File: config.mk
export PLATFORM = sky130hd
export DESIGN_NAME = expression_lexer_flat
export DESIGN_NICKNAME = d
export VERILOG_FILES = /design/src/sv/exl_pkg.sv /design/src/sv/exl_req_if.sv /design/src/sv/exl_rsp_if.sv /design/src/sv/expression_lexer.sv /design/src/sv/exl_lexer.sv /design/src/flat_wrapper.sv
export SDC_FILE = /design/constraint.sdc
export NUM_CORES = 1
export LEC_CHECK = 0
export ABC_AREA = 1
export ABC_CLOCK_PERIOD_IN_PS = 11800
export BUFFER_PORTS_ARGS = -buffer_cell sky130_fd_sc_hd__buf_2
export CAP_MARGIN = 25
export CORE_UTILIZATION = 50
export DETAILED_ROUTE_END_ITERATION = 6
export PLACE_DENSITY = 0.67
export SYNTH_ARGS = -nofsm -noshare
export SYNTH_HDL_FRONTEND = slang
export SYNTH_SLANG_ARGS = --single-unit
File: constraint.sdc
create_clock -name clock -period 11.8 [get_ports clock]
set_input_delay 1.18 -clock clock [delete_from_list [all_inputs] [get_ports clock]]
set_output_delay 1.18 -clock clock [all_outputs]
set_load 0.01 [all_outputs]
File: src/sv/exl_pkg.sv
// shared types, character codes and default widths of the expression lexer
package exl_pkg;

   localparam int EXL_NUMBER_BITS = 32;
   localparam int EXL_COUNT_BITS  = 16;

   typedef enum logic [4:0] {
      KIND_NUMBER = 5'd0,
      KIND_ASSIGN = 5'd1,
      KIND_EQ     = 5'd2,
      KIND_LT     = 5'd3,
      KIND_LE     = 5'd4,
      KIND_GT     = 5'd5,
      KIND_GE     = 5'd6,
      KIND_NOT    = 5'd7,
      KIND_NE     = 5'd8,
      KIND_PLUS   = 5'd9,
      KIND_MINUS  = 5'd10,
      KIND_STAR   = 5'd11,
      KIND_SLASH  = 5'd12,
      KIND_LPAREN = 5'd13,
      KIND_RPAREN = 5'd14,
      KIND_CARET  = 5'd15,
      KIND_SEMI   = 5'd16,
      KIND_ERROR  = 5'd17
   } kind_type;

   localparam logic [7:0] CHAR_TAB     = 8'd9;
   localparam logic [7:0] CHAR_NEWLINE = 8'd10;
   localparam logic [7:0] CHAR_VTAB    = 8'd11;
   localparam logic [7:0] CHAR_FEED    = 8'd12;
   localparam logic [7:0] CHAR_RETURN  = 8'd13;
   localparam logic [7:0] CHAR_SPACE   = 8'd32;
   localparam logic [7:0] CHAR_BANG    = 8'h21;
   localparam logic [7:0] CHAR_LPAREN  = 8'h28;
   localparam logic [7:0] CHAR_RPAREN  = 8'h29;
   localparam logic [7:0] CHAR_STAR    = 8'h2A;
   localparam logic [7:0] CHAR_PLUS    = 8'h2B;
   localparam logic [7:0] CHAR_MINUS   = 8'h2D;
   localparam logic [7:0] CHAR_SLASH   = 8'h2F;
   localparam logic [7:0] CHAR_ZERO    = 8'h30;
   localparam logic [7:0] CHAR_NINE    = 8'h39;
   localparam logic [7:0] CHAR_SEMI    = 8'h3B;
   localparam logic [7:0] CHAR_LESS    = 8'h3C;
   localparam logic [7:0] CHAR_EQUAL   = 8'h3D;
   localparam logic [7:0] CHAR_GREATER = 8'h3E;
   localparam logic [7:0] CHAR_CARET   = 8'h5E;

endpackage

File: src/sv/exl_req_if.sv
// character channel of the expression lexer
interface exl_req_if;
   logic       valid;
   logic       ready;
   logic [7:0] char_in;

   modport source (output valid, output char_in, input ready);
   modport sink (input valid, input char_in, output ready);
endinterface

File: src/sv/exl_rsp_if.sv
// lexeme result channel of the expression lexer
interface exl_rsp_if #(
   parameter int NUMBER_BITS = 32,
   parameter int COUNT_BITS  = 16
);
   logic                   valid;
   logic                   ready;
   logic [4:0]             lexeme_kind;
   logic [COUNT_BITS-1:0]  lexeme_index;
   logic [COUNT_BITS-1:0]  statement_number;
   logic [NUMBER_BITS-1:0] number_value;
   logic                   number_overflow;
   logic [7:0]             bad_char;
   logic                   statement_first;
   logic                   last_of_run;

   modport source (
      output valid, output lexeme_kind, output lexeme_index, output statement_number,
      output number_value, output number_overflow, output bad_char,
      output statement_first, output last_of_run, input ready
   );
   modport sink (
      input valid, input lexeme_kind, input lexeme_index, input statement_number,
      input number_value, input number_overflow, input bad_char,
      input statement_first, input last_of_run, output ready
   );
endinterface

File: src/sv/expression_lexer.sv
// top level of the expression lexer: input register, lexer and result queue
//
//  channel  | dir | handshake             | payload
//  req_ch   | in  | valid/ready           | char_in
//  rsp_ch   | out | valid/ready           | kind, index, statement, value, flags
//
//  one character item enters per cycle while the result queue has room; results pass the input register and the queue
//  a character yielding two lexemes writes both into the queue at once; the single result port shows them in turn
//  the four-entry result queue takes the next character while results wait, as long as two entries are free
//  synchronous reset, no clearing pass; state returns to statement one
//  either side may stall at any time; nothing is lost or repeated
module expression_lexer import exl_pkg::*; #(
   parameter int NUMBER_BITS = EXL_NUMBER_BITS,
   parameter int COUNT_BITS  = EXL_COUNT_BITS
) (
   input logic clock,
   input logic reset,
   exl_req_if.sink   req_ch,
   exl_rsp_if.source rsp_ch
);

   localparam int DEPTH    = 4;
   localparam int PTR_BITS = $clog2(DEPTH);
   localparam int CNT_BITS = $clog2(DEPTH + 1);

   typedef struct packed {
      kind_type               kind;
      logic [COUNT_BITS-1:0]  index;
      logic [COUNT_BITS-1:0]  statement;
      logic [NUMBER_BITS-1:0] value;
      logic                   overflow;
      logic [7:0]             bad;
      logic                   first;
      logic                   last;
   } entry_type;

   logic                   in_valid_ff, in_valid_in;
   logic [7:0]             char_ff;
   logic                   advance, pop;

   logic [1:0]             res_count;
   kind_type               kind0, kind1;
   logic [NUMBER_BITS-1:0] value0;
   logic                   overflow0, first0;
   logic [7:0]             bad0, bad1;
   logic [COUNT_BITS-1:0]  index0, index1, statement;

   entry_type              queue_ff [DEPTH];
   entry_type              entry0, entry1;
   logic [PTR_BITS-1:0]    wr_ff, rd_ff;
   logic [CNT_BITS-1:0]    count_ff;

   assign advance       = in_valid_ff && (count_ff <= CNT_BITS'(DEPTH - 2));
   assign req_ch.ready  = !in_valid_ff || advance;
   assign in_valid_in   = req_ch.valid || (in_valid_ff && !advance);
   assign pop           = rsp_ch.valid && rsp_ch.ready;

   exl_lexer #(
      .NUMBER_BITS (NUMBER_BITS),
      .COUNT_BITS  (COUNT_BITS)
   ) u_lexer (
      .clock     (clock),
      .reset     (reset),
      .step      (advance),
      .char_in   (char_ff),
      .res_count (res_count),
      .kind0     (kind0),
      .value0    (value0),
      .overflow0 (overflow0),
      .bad0      (bad0),
      .index0    (index0),
      .first0    (first0),
      .kind1     (kind1),
      .bad1      (bad1),
      .index1    (index1),
      .statement (statement)
   );

   always_comb begin
      entry0.kind      = kind0;
      entry0.index     = index0;
      entry0.statement = statement;
      entry0.value     = value0;
      entry0.overflow  = overflow0;
      entry0.bad       = bad0;
      entry0.first     = first0;
      entry0.last      = (res_count == 2'd1);
      entry1.kind      = kind1;
      entry1.index     = index1;
      entry1.statement = statement;
      entry1.value     = '0;
      entry1.overflow  = 1'b0;
      entry1.bad       = bad1;
      entry1.first     = 1'b0;
      entry1.last      = 1'b1;
   end

   always_ff @(posedge clock) begin
      if (req_ch.ready) begin
         char_ff <= req_ch.char_in;
      end
      if (res_count != 2'd0) begin
         queue_ff[wr_ff] <= entry0;
      end
      if (res_count == 2'd2) begin
         queue_ff[wr_ff + 1'b1] <= entry1;
      end
      if (reset) begin
         in_valid_ff <= 1'b0;
         wr_ff       <= '0;
         rd_ff       <= '0;
         count_ff    <= '0;
      end else begin
         if (req_ch.ready) begin
            in_valid_ff <= in_valid_in;
         end
         wr_ff    <= wr_ff + PTR_BITS'(res_count);
         rd_ff    <= rd_ff + PTR_BITS'(pop);
         count_ff <= count_ff + CNT_BITS'(res_count) - CNT_BITS'(pop);
      end
   end

   assign rsp_ch.valid            = (count_ff != '0);
   assign rsp_ch.lexeme_kind      = queue_ff[rd_ff].kind;
   assign rsp_ch.lexeme_index     = queue_ff[rd_ff].index;
   assign rsp_ch.statement_number = queue_ff[rd_ff].statement;
   assign rsp_ch.number_value     = queue_ff[rd_ff].value;
   assign rsp_ch.number_overflow  = queue_ff[rd_ff].overflow;
   assign rsp_ch.bad_char         = queue_ff[rd_ff].bad;
   assign rsp_ch.statement_first  = queue_ff[rd_ff].first;
   assign rsp_ch.last_of_run      = queue_ff[rd_ff].last;

endmodule

File: src/sv/exl_lexer.sv
// lexer state and per-character logic, up to two results per character
module exl_lexer import exl_pkg::*; #(
   parameter int NUMBER_BITS = EXL_NUMBER_BITS,
   parameter int COUNT_BITS  = EXL_COUNT_BITS
) (
   input  logic                   clock,
   input  logic                   reset,
   input  logic                   step,
   input  logic [7:0]             char_in,
   output logic [1:0]             res_count,
   output kind_type               kind0,
   output logic [NUMBER_BITS-1:0] value0,
   output logic                   overflow0,
   output logic [7:0]             bad0,
   output logic [COUNT_BITS-1:0]  index0,
   output logic                   first0,
   output kind_type               kind1,
   output logic [7:0]             bad1,
   output logic [COUNT_BITS-1:0]  index1,
   output logic [COUNT_BITS-1:0]  statement
);

   typedef enum logic [2:0] {
      HOLD_NONE = 3'd0,
      HOLD_EQ   = 3'd1,
      HOLD_LT   = 3'd2,
      HOLD_GT   = 3'd3,
      HOLD_BANG = 3'd4,
      HOLD_NUM  = 3'd5
   } hold_type;

   localparam int WIDE_BITS = NUMBER_BITS + 4;
   localparam logic [COUNT_BITS-1:0]  COUNT_MAX  = '1;
   localparam logic [NUMBER_BITS-1:0] NUMBER_MAX = '1;

   function automatic kind_type flush_kind(input hold_type h);
      kind_type k;
      unique case (h)
         HOLD_EQ:   k = KIND_ASSIGN;
         HOLD_LT:   k = KIND_LT;
         HOLD_GT:   k = KIND_GT;
         HOLD_BANG: k = KIND_NOT;
         default:   k = KIND_NUMBER;
      endcase
      return k;
   endfunction

   function automatic kind_type pair_kind(input hold_type h);
      kind_type k;
      unique case (h)
         HOLD_EQ:   k = KIND_EQ;
         HOLD_LT:   k = KIND_LE;
         HOLD_GT:   k = KIND_GE;
         default:   k = KIND_NE;
      endcase
      return k;
   endfunction

   function automatic hold_type hold_of(input logic [7:0] c);
      hold_type h;
      unique case (c)
         CHAR_EQUAL:   h = HOLD_EQ;
         CHAR_LESS:    h = HOLD_LT;
         CHAR_GREATER: h = HOLD_GT;
         CHAR_BANG:    h = HOLD_BANG;
         default:      h = HOLD_NONE;
      endcase
      return h;
   endfunction

   function automatic kind_type single_kind(input logic [7:0] c);
      kind_type k;
      unique case (c)
         CHAR_PLUS:   k = KIND_PLUS;
         CHAR_MINUS:  k = KIND_MINUS;
         CHAR_STAR:   k = KIND_STAR;
         CHAR_SLASH:  k = KIND_SLASH;
         CHAR_LPAREN: k = KIND_LPAREN;
         CHAR_RPAREN: k = KIND_RPAREN;
         CHAR_CARET:  k = KIND_CARET;
         CHAR_SEMI:   k = KIND_SEMI;
         default:     k = KIND_ERROR;
      endcase
      return k;
   endfunction

   hold_type               hold_ff, hold_in;
   logic [NUMBER_BITS-1:0] accum_ff, accum_in;
   logic                   sat_ff, sat_in;
   logic [COUNT_BITS-1:0]  count_ff, count_in;
   logic [COUNT_BITS-1:0]  stmt_ff, stmt_in;
   logic                   start_ff, start_in;
   logic                   line_ff, line_in;
   logic                   header_ff, header_in;

   logic                   is_space, is_digit, is_newline, do_flush;
   logic                   e0_valid, e1_valid;
   logic [3:0]             digit;
   logic [WIDE_BITS-1:0]   wide_accum, wide_next;
   logic [COUNT_BITS-1:0]  count_mid;

   assign is_newline = (char_in == CHAR_NEWLINE);
   assign is_space   = (char_in == CHAR_TAB) || (char_in == CHAR_VTAB) ||
                       (char_in == CHAR_FEED) || (char_in == CHAR_RETURN) ||
                       (char_in == CHAR_SPACE);
   assign is_digit   = (char_in >= CHAR_ZERO) && (char_in <= CHAR_NINE);
   assign digit      = char_in[3:0];
   assign wide_accum = {4'b0000, accum_ff};
   assign wide_next  = (wide_accum << 3) + (wide_accum << 1) + WIDE_BITS'(digit);

   always_comb begin
      hold_in   = hold_ff;
      accum_in  = accum_ff;
      sat_in    = sat_ff;
      count_in  = count_ff;
      stmt_in   = stmt_ff;
      start_in  = start_ff;
      line_in   = line_ff;
      header_in = header_ff;
      do_flush  = 1'b0;
      e0_valid  = 1'b0;
      e1_valid  = 1'b0;
      kind0     = KIND_NUMBER;
      value0    = '0;
      overflow0 = 1'b0;
      kind1     = KIND_NUMBER;
      bad1      = 8'd0;

      if (step && !is_space) begin
         if (is_newline) begin
            do_flush = 1'b1;
            hold_in  = HOLD_NONE;
            accum_in = '0;
            sat_in   = 1'b0;
         end else begin
            line_in  = 1'b1;
            start_in = (char_in == CHAR_SEMI);
            priority if (char_in == CHAR_EQUAL && hold_ff != HOLD_NONE &&
                         hold_ff != HOLD_NUM) begin
               e0_valid = 1'b1;
               kind0    = pair_kind(hold_ff);
               hold_in  = HOLD_NONE;
            end else if (is_digit) begin
               if (hold_ff != HOLD_NUM) begin
                  do_flush = 1'b1;
                  hold_in  = HOLD_NUM;
                  accum_in = NUMBER_BITS'(digit);
                  sat_in   = 1'b0;
               end else if (!sat_ff) begin
                  if (wide_next > {4'b0000, NUMBER_MAX}) begin
                     accum_in = NUMBER_MAX;
                     sat_in   = 1'b1;
                  end else begin
                     accum_in = wide_next[NUMBER_BITS-1:0];
                  end
               end
            end else begin
               do_flush = 1'b1;
               hold_in  = hold_of(char_in);
               accum_in = '0;
               sat_in   = 1'b0;
               if (hold_of(char_in) == HOLD_NONE) begin
                  e1_valid = 1'b1;
                  kind1    = single_kind(char_in);
                  bad1     = (single_kind(char_in) == KIND_ERROR) ? char_in : 8'd0;
               end
            end
         end
      end

      if (do_flush && hold_ff != HOLD_NONE) begin
         e0_valid  = 1'b1;
         kind0     = flush_kind(hold_ff);
         value0    = (hold_ff == HOLD_NUM) ? accum_ff : '0;
         overflow0 = (hold_ff == HOLD_NUM) && sat_ff;
      end

      count_mid = (e0_valid && count_ff != COUNT_MAX) ? count_ff + 1'b1 : count_ff;
      if (e1_valid && kind1 != KIND_ERROR && count_mid != COUNT_MAX) begin
         count_in = count_mid + 1'b1;
      end else begin
         count_in = count_mid;
      end
      header_in = header_ff && !e0_valid && !e1_valid;

      if (step && is_newline) begin
         if (line_ff && start_ff) begin
            if (stmt_ff != COUNT_MAX) begin
               stmt_in = stmt_ff + 1'b1;
            end
            count_in = '0;
         end
         line_in   = 1'b0;
         header_in = start_ff;
      end

      // the first result out is the flushed or two-character lexeme, if any
      res_count = {1'b0, e0_valid} + {1'b0, e1_valid};
      if (!e0_valid) begin
         kind0     = kind1;
      end
      bad0      = e0_valid ? 8'd0 : bad1;
      index0    = count_ff;
      index1    = count_mid;
      first0    = header_ff;
      statement = stmt_ff;
   end

   always_ff @(posedge clock) begin
      if (reset) begin
         hold_ff   <= HOLD_NONE;
         accum_ff  <= '0;
         sat_ff    <= 1'b0;
         count_ff  <= '0;
         stmt_ff   <= COUNT_BITS'(1);
         start_ff  <= 1'b1;
         line_ff   <= 1'b0;
         header_ff <= 1'b1;
      end else begin
         hold_ff   <= hold_in;
         accum_ff  <= accum_in;
         sat_ff    <= sat_in;
         count_ff  <= count_in;
         stmt_ff   <= stmt_in;
         start_ff  <= start_in;
         line_ff   <= line_in;
         header_ff <= header_in;
      end
   end

endmodule

File: src/flat_wrapper.sv
// flat-port wrapper written by rule: the top's interface ports become plain ports
module expression_lexer_flat import exl_pkg::*;
#(
   parameter int NUMBER_BITS = EXL_NUMBER_BITS,
   parameter int COUNT_BITS  = EXL_COUNT_BITS
)
  (clock, reset, req_ch_valid, req_ch_char_in, req_ch_ready, rsp_ch_valid, rsp_ch_lexeme_kind, rsp_ch_lexeme_index, rsp_ch_statement_number, rsp_ch_number_value, rsp_ch_number_overflow, rsp_ch_bad_char, rsp_ch_statement_first, rsp_ch_last_of_run, rsp_ch_ready);
  exl_req_if req_ch_i ();
  exl_rsp_if #(.NUMBER_BITS(NUMBER_BITS), .COUNT_BITS(COUNT_BITS)) rsp_ch_i ();
  input logic clock;
  input logic reset;
  input wire logic [$bits(req_ch_i.valid)-1:0] req_ch_valid;
  input wire logic [$bits(req_ch_i.char_in)-1:0] req_ch_char_in;
  output wire logic [$bits(req_ch_i.ready)-1:0] req_ch_ready;
  output wire logic [$bits(rsp_ch_i.valid)-1:0] rsp_ch_valid;
  output wire logic [$bits(rsp_ch_i.lexeme_kind)-1:0] rsp_ch_lexeme_kind;
  output wire logic [$bits(rsp_ch_i.lexeme_index)-1:0] rsp_ch_lexeme_index;
  output wire logic [$bits(rsp_ch_i.statement_number)-1:0] rsp_ch_statement_number;
  output wire logic [$bits(rsp_ch_i.number_value)-1:0] rsp_ch_number_value;
  output wire logic [$bits(rsp_ch_i.number_overflow)-1:0] rsp_ch_number_overflow;
  output wire logic [$bits(rsp_ch_i.bad_char)-1:0] rsp_ch_bad_char;
  output wire logic [$bits(rsp_ch_i.statement_first)-1:0] rsp_ch_statement_first;
  output wire logic [$bits(rsp_ch_i.last_of_run)-1:0] rsp_ch_last_of_run;
  input wire logic [$bits(rsp_ch_i.ready)-1:0] rsp_ch_ready;
  assign req_ch_i.valid = req_ch_valid;
  assign req_ch_i.char_in = req_ch_char_in;
  assign req_ch_ready = req_ch_i.ready;
  assign rsp_ch_valid = rsp_ch_i.valid;
  assign rsp_ch_lexeme_kind = rsp_ch_i.lexeme_kind;
  assign rsp_ch_lexeme_index = rsp_ch_i.lexeme_index;
  assign rsp_ch_statement_number = rsp_ch_i.statement_number;
  assign rsp_ch_number_value = rsp_ch_i.number_value;
  assign rsp_ch_number_overflow = rsp_ch_i.number_overflow;
  assign rsp_ch_bad_char = rsp_ch_i.bad_char;
  assign rsp_ch_statement_first = rsp_ch_i.statement_first;
  assign rsp_ch_last_of_run = rsp_ch_i.last_of_run;
  assign rsp_ch_i.ready = rsp_ch_ready;
  expression_lexer #(.NUMBER_BITS(NUMBER_BITS), .COUNT_BITS(COUNT_BITS)) u_core (.clock(clock), .reset(reset), .req_ch(req_ch_i), .rsp_ch(rsp_ch_i));
endmodule
==> impl_results.md <==
- Status: finished, final reports clean
- IO buf count: 93
- Final Hold Vio Count: 0
- Cell Count, Final, Fillers Out: 3027
- Flops & latches, synth: 407
- Pre-Repair DR Iteration Count: 5
- Max-cap violation count: 0
- Critical path class: flip-flop to flip-flop
- Pins Over Slew Limit: 0
- Hold_buf cts: 0
- Clk slew on worst S/H paths: 0.06 ns
- Routed len/inst: 18.97 um
- Seq/Total Area, Yosys: 0.4944
- Crit-path cells: inv_2 > nand3_1 > nand2_1 > nand2_1 > nand2_1 > nor2_4 > inv_1 > nor2_1 > nand4_1 > inv_1 > ha_1 > inv_1 > nor3_1 > inv_1 > nand2_2 > buf_4 > inv_2 > nand2_1 > o21ai_0
- Synth Area in Compound Gates: 0.1762
- HPWL Detailed: 36520 um
- CP arrival: 5.56 ns
- Post-Synth Adder-Cell Area: 0.04799
- Initial antenna violation count: 0
- Clk_lat worst skew: 0.56 ns
- Initial Util: 0.5082
- Worst hold path type: flip-flop to flip-flop
- Global-route wire length before repair: 90810 um
- # nets final: 2554
- Die height: 203.4 um
- Area growth, synth to finish: 11.29%
- Post-CTS Resized: 0
- EDFF count, synth: 188
- Clk buf depth: 3
- Syn Std Cell Area: 0.02028 sq mm
- VDD IR max: 0.0001157 V
- Worst R2R Setup Slack: 6.65 ns
- Post-CTS Setup Inserts: 0
- Xor-xnor portion of the synthesized cell area: 0.02202
- # IOs: 94
- Post-Synth Simple-Gate Area: 0.2075
- Syn_area_per_cell: 8.317 sq um
- CTS root buffer: clkbuf_16
- Initial DRC Count: 1793
- TNS Setup: 0 ns
- Post-route ant nets: 0
- Syn nets: 2527
- CP max-delay cell: inv_2
- Core area: 0.03991 sq mm
- Row count: 73
- Worst rel slew slack: 0.3100
- F_max: 194.2 MHz
- Gate Count Post-Synth: 2439
- Die Width: 203.4 um
- Multiplexer area fraction after synthesis: 0
- Htree depth: 2
- Worst Path Buf+Inv: 7
- Most frequent cells in the layout: nand2_1, nor2_1, o21ai_0, dfxtp_1, edfxtp_1
- Final worst path period share: 0.4364
- Yosys Warn Count: 0
- All-Layer GR Usage: 0.2765
- Via Count: 17655
- Share of cells above drive strength 1: 0.1051
- Netlist cell types: 49
- Remaining DRCs: 0
- Vias in the first global route: 16916
- CP peak stage delay: 0.54 ns
- CTS tree: done
- Crit Path Max Fanout: 50
- Skew final: 0.01993 ns
- Most used DFF post-synth: dfxtp_1
- # clock sinks: 407
- Total grt overflow: 0
- Leak: 8.579 nW
- Die area: 0.04138 sq mm
- Worst endpoint required time: 12.21 ns
- ANT cells: 0
- Worst-Margin Slew: 1.034 ns
- P per Cell Area: 183.5 mW/mm^2
- Delay-heaviest family, CP: buffers and inverters
- DRT Wirelength: 57440 um
- Placed instance count: 2943
- Vias per std cell: 5.833
- Final setup fails: 0
- Crit end category: flip-flop
- Placer congestion estimate: 0.9019
- RSZ-0062 raised after global routing: no
- Pin count of the biggest net entering global routing: 96
- CTS buffer count: 44
- Most common cell after layout, fill and taps aside: nand2_1
- Asr flop ratio synth: 0
- Critical Path Start Type: flip-flop
- Largest family of logic cells by synthesized area: simple AND/OR/NAND/NOR gates
- Crit path time final: 5.150 ns
metal layers:
layer / global-route usage / vias to the layer above / wire length [um]
met1: 0.3941 / 8417 / 25910
met4: 0.08647 / 0 / 1443
met3: 0.03755 / 96 / 4403
met5: 0 / - / 0
li1: - / 8479 / -
met2: 0.4350 / 663 / 25680
cells in the mapped netlist, drive strengths merged (5+ instances only):
cell type,count,area share
xnor2,13,0.0056
nand2,419,0.083
nand3,99,0.027
o21bai,6,0.0022
o22ai,161,0.050
clkbuf,120,0.022
ha,73,0.045
nand3b,6,0.0022
inv,135,0.025
edfxtp,188,0.28
a21oi,100,0.025
xor2,38,0.016
nor3,30,0.0074
a21boi,5,0.0024
nand4,18,0.0056
a21o,6,0.0022
dfxtp,219,0.22
o21ai,364,0.090
nor2,399,0.080
buf,11,0.0039
flip-flops by register name, summed over array words and instances (netlist names):
name / cells
u_core.char_ff: 8
u_core.count_ff: 3
u_core.in_valid_ff: 1
u_core.queue_ff: 320
u_core.rd_ff: 2
u_core.u_lexer.accum_ff: 32
u_core.u_lexer.first0: 1
u_core.u_lexer.hold_ff: 3
u_core.u_lexer.index0: 16
u_core.u_lexer.line_ff: 1
u_core.u_lexer.sat_ff: 1
u_core.u_lexer.start_ff: 1
u_core.u_lexer.statement: 16
u_core.wr_ff: 2
tightest hold or removal path: cells and delay by family (launching register included):
kind               cells  cell delay [ns]
and+or+nand+nor        1             0.05
AOI/OAI and AO/OA      1             0.05
DFF                    1             0.32
worst paths after layout:
path | startpoint | endpoint | depth (start not counted)
worst min-delay path | u_core.queue_ff[1][13]$_SDFFE_PP0P_ | u_core.queue_ff[1][13]$_SDFFE_PP0P_ | 2
worst max-delay path | u_core.char_ff[1]$_DFFE_PN_ | u_core.queue_ff[3][12]$_SDFFE_PP0P_ | 19
worst max register to register | u_core.char_ff[1]$_DFFE_PN_ | u_core.queue_ff[3][12]$_SDFFE_PP0P_ | 19
worst min register to register | u_core.queue_ff[1][13]$_SDFFE_PP0P_ | u_core.queue_ff[1][13]$_SDFFE_PP0P_ | 2
report_power, final:
part	internal, mW	switching (mW)
registers	1.57	0.0728
logic	0.328	0.784
clock network	0.810	0.576
total	2.71	1.43
metrics by stage:
step | hold slack [ns] | setup slack, ns | power [mW] | instance area [sq um] | utilization
6_report | 0.4529 | 6.650 | 4.143 | 22570 | 0.5656
5_1_grt | 0.4761 | 6.241 | 4.317 | 22570 | 0.5656
2_1_floorplan | 0.4231 | 7.788 | 2.335 | 20280 | -
3_5_place_dp | 0.4392 | 6.776 | 2.769 | 21070 | 0.5280
3_3_place_gp | 0.4321 | 7.067 | 2.747 | 21010 | 0.5265
4_1_cts | 0.4544 | 6.781 | 4.145 | 22540 | 0.5647
cell type report:
cell class                 instances  area [sq um]
sequential                       407         10030
fill                            3632         17340
clock inverter                    25         234.0
tap                              525         656.9
clock buffer                      57          1234
timing repair buffer             112         663.1
inverter                         139         524.3
multi-input combinational       1762          9228
logic make-up after synthesis:
| group | count (synthesis) |
|---|---|
| AO/OA/AOI/OAI | 656 |
| buffers and inverters | 270 |
| adder cells (fa/ha/maj) | 76 |
| AND/OR/NAND/NOR | 979 |
| XOR/XNOR | 51 |
| flip-flops | 407 |
Power figures use the tool's default switching activity.
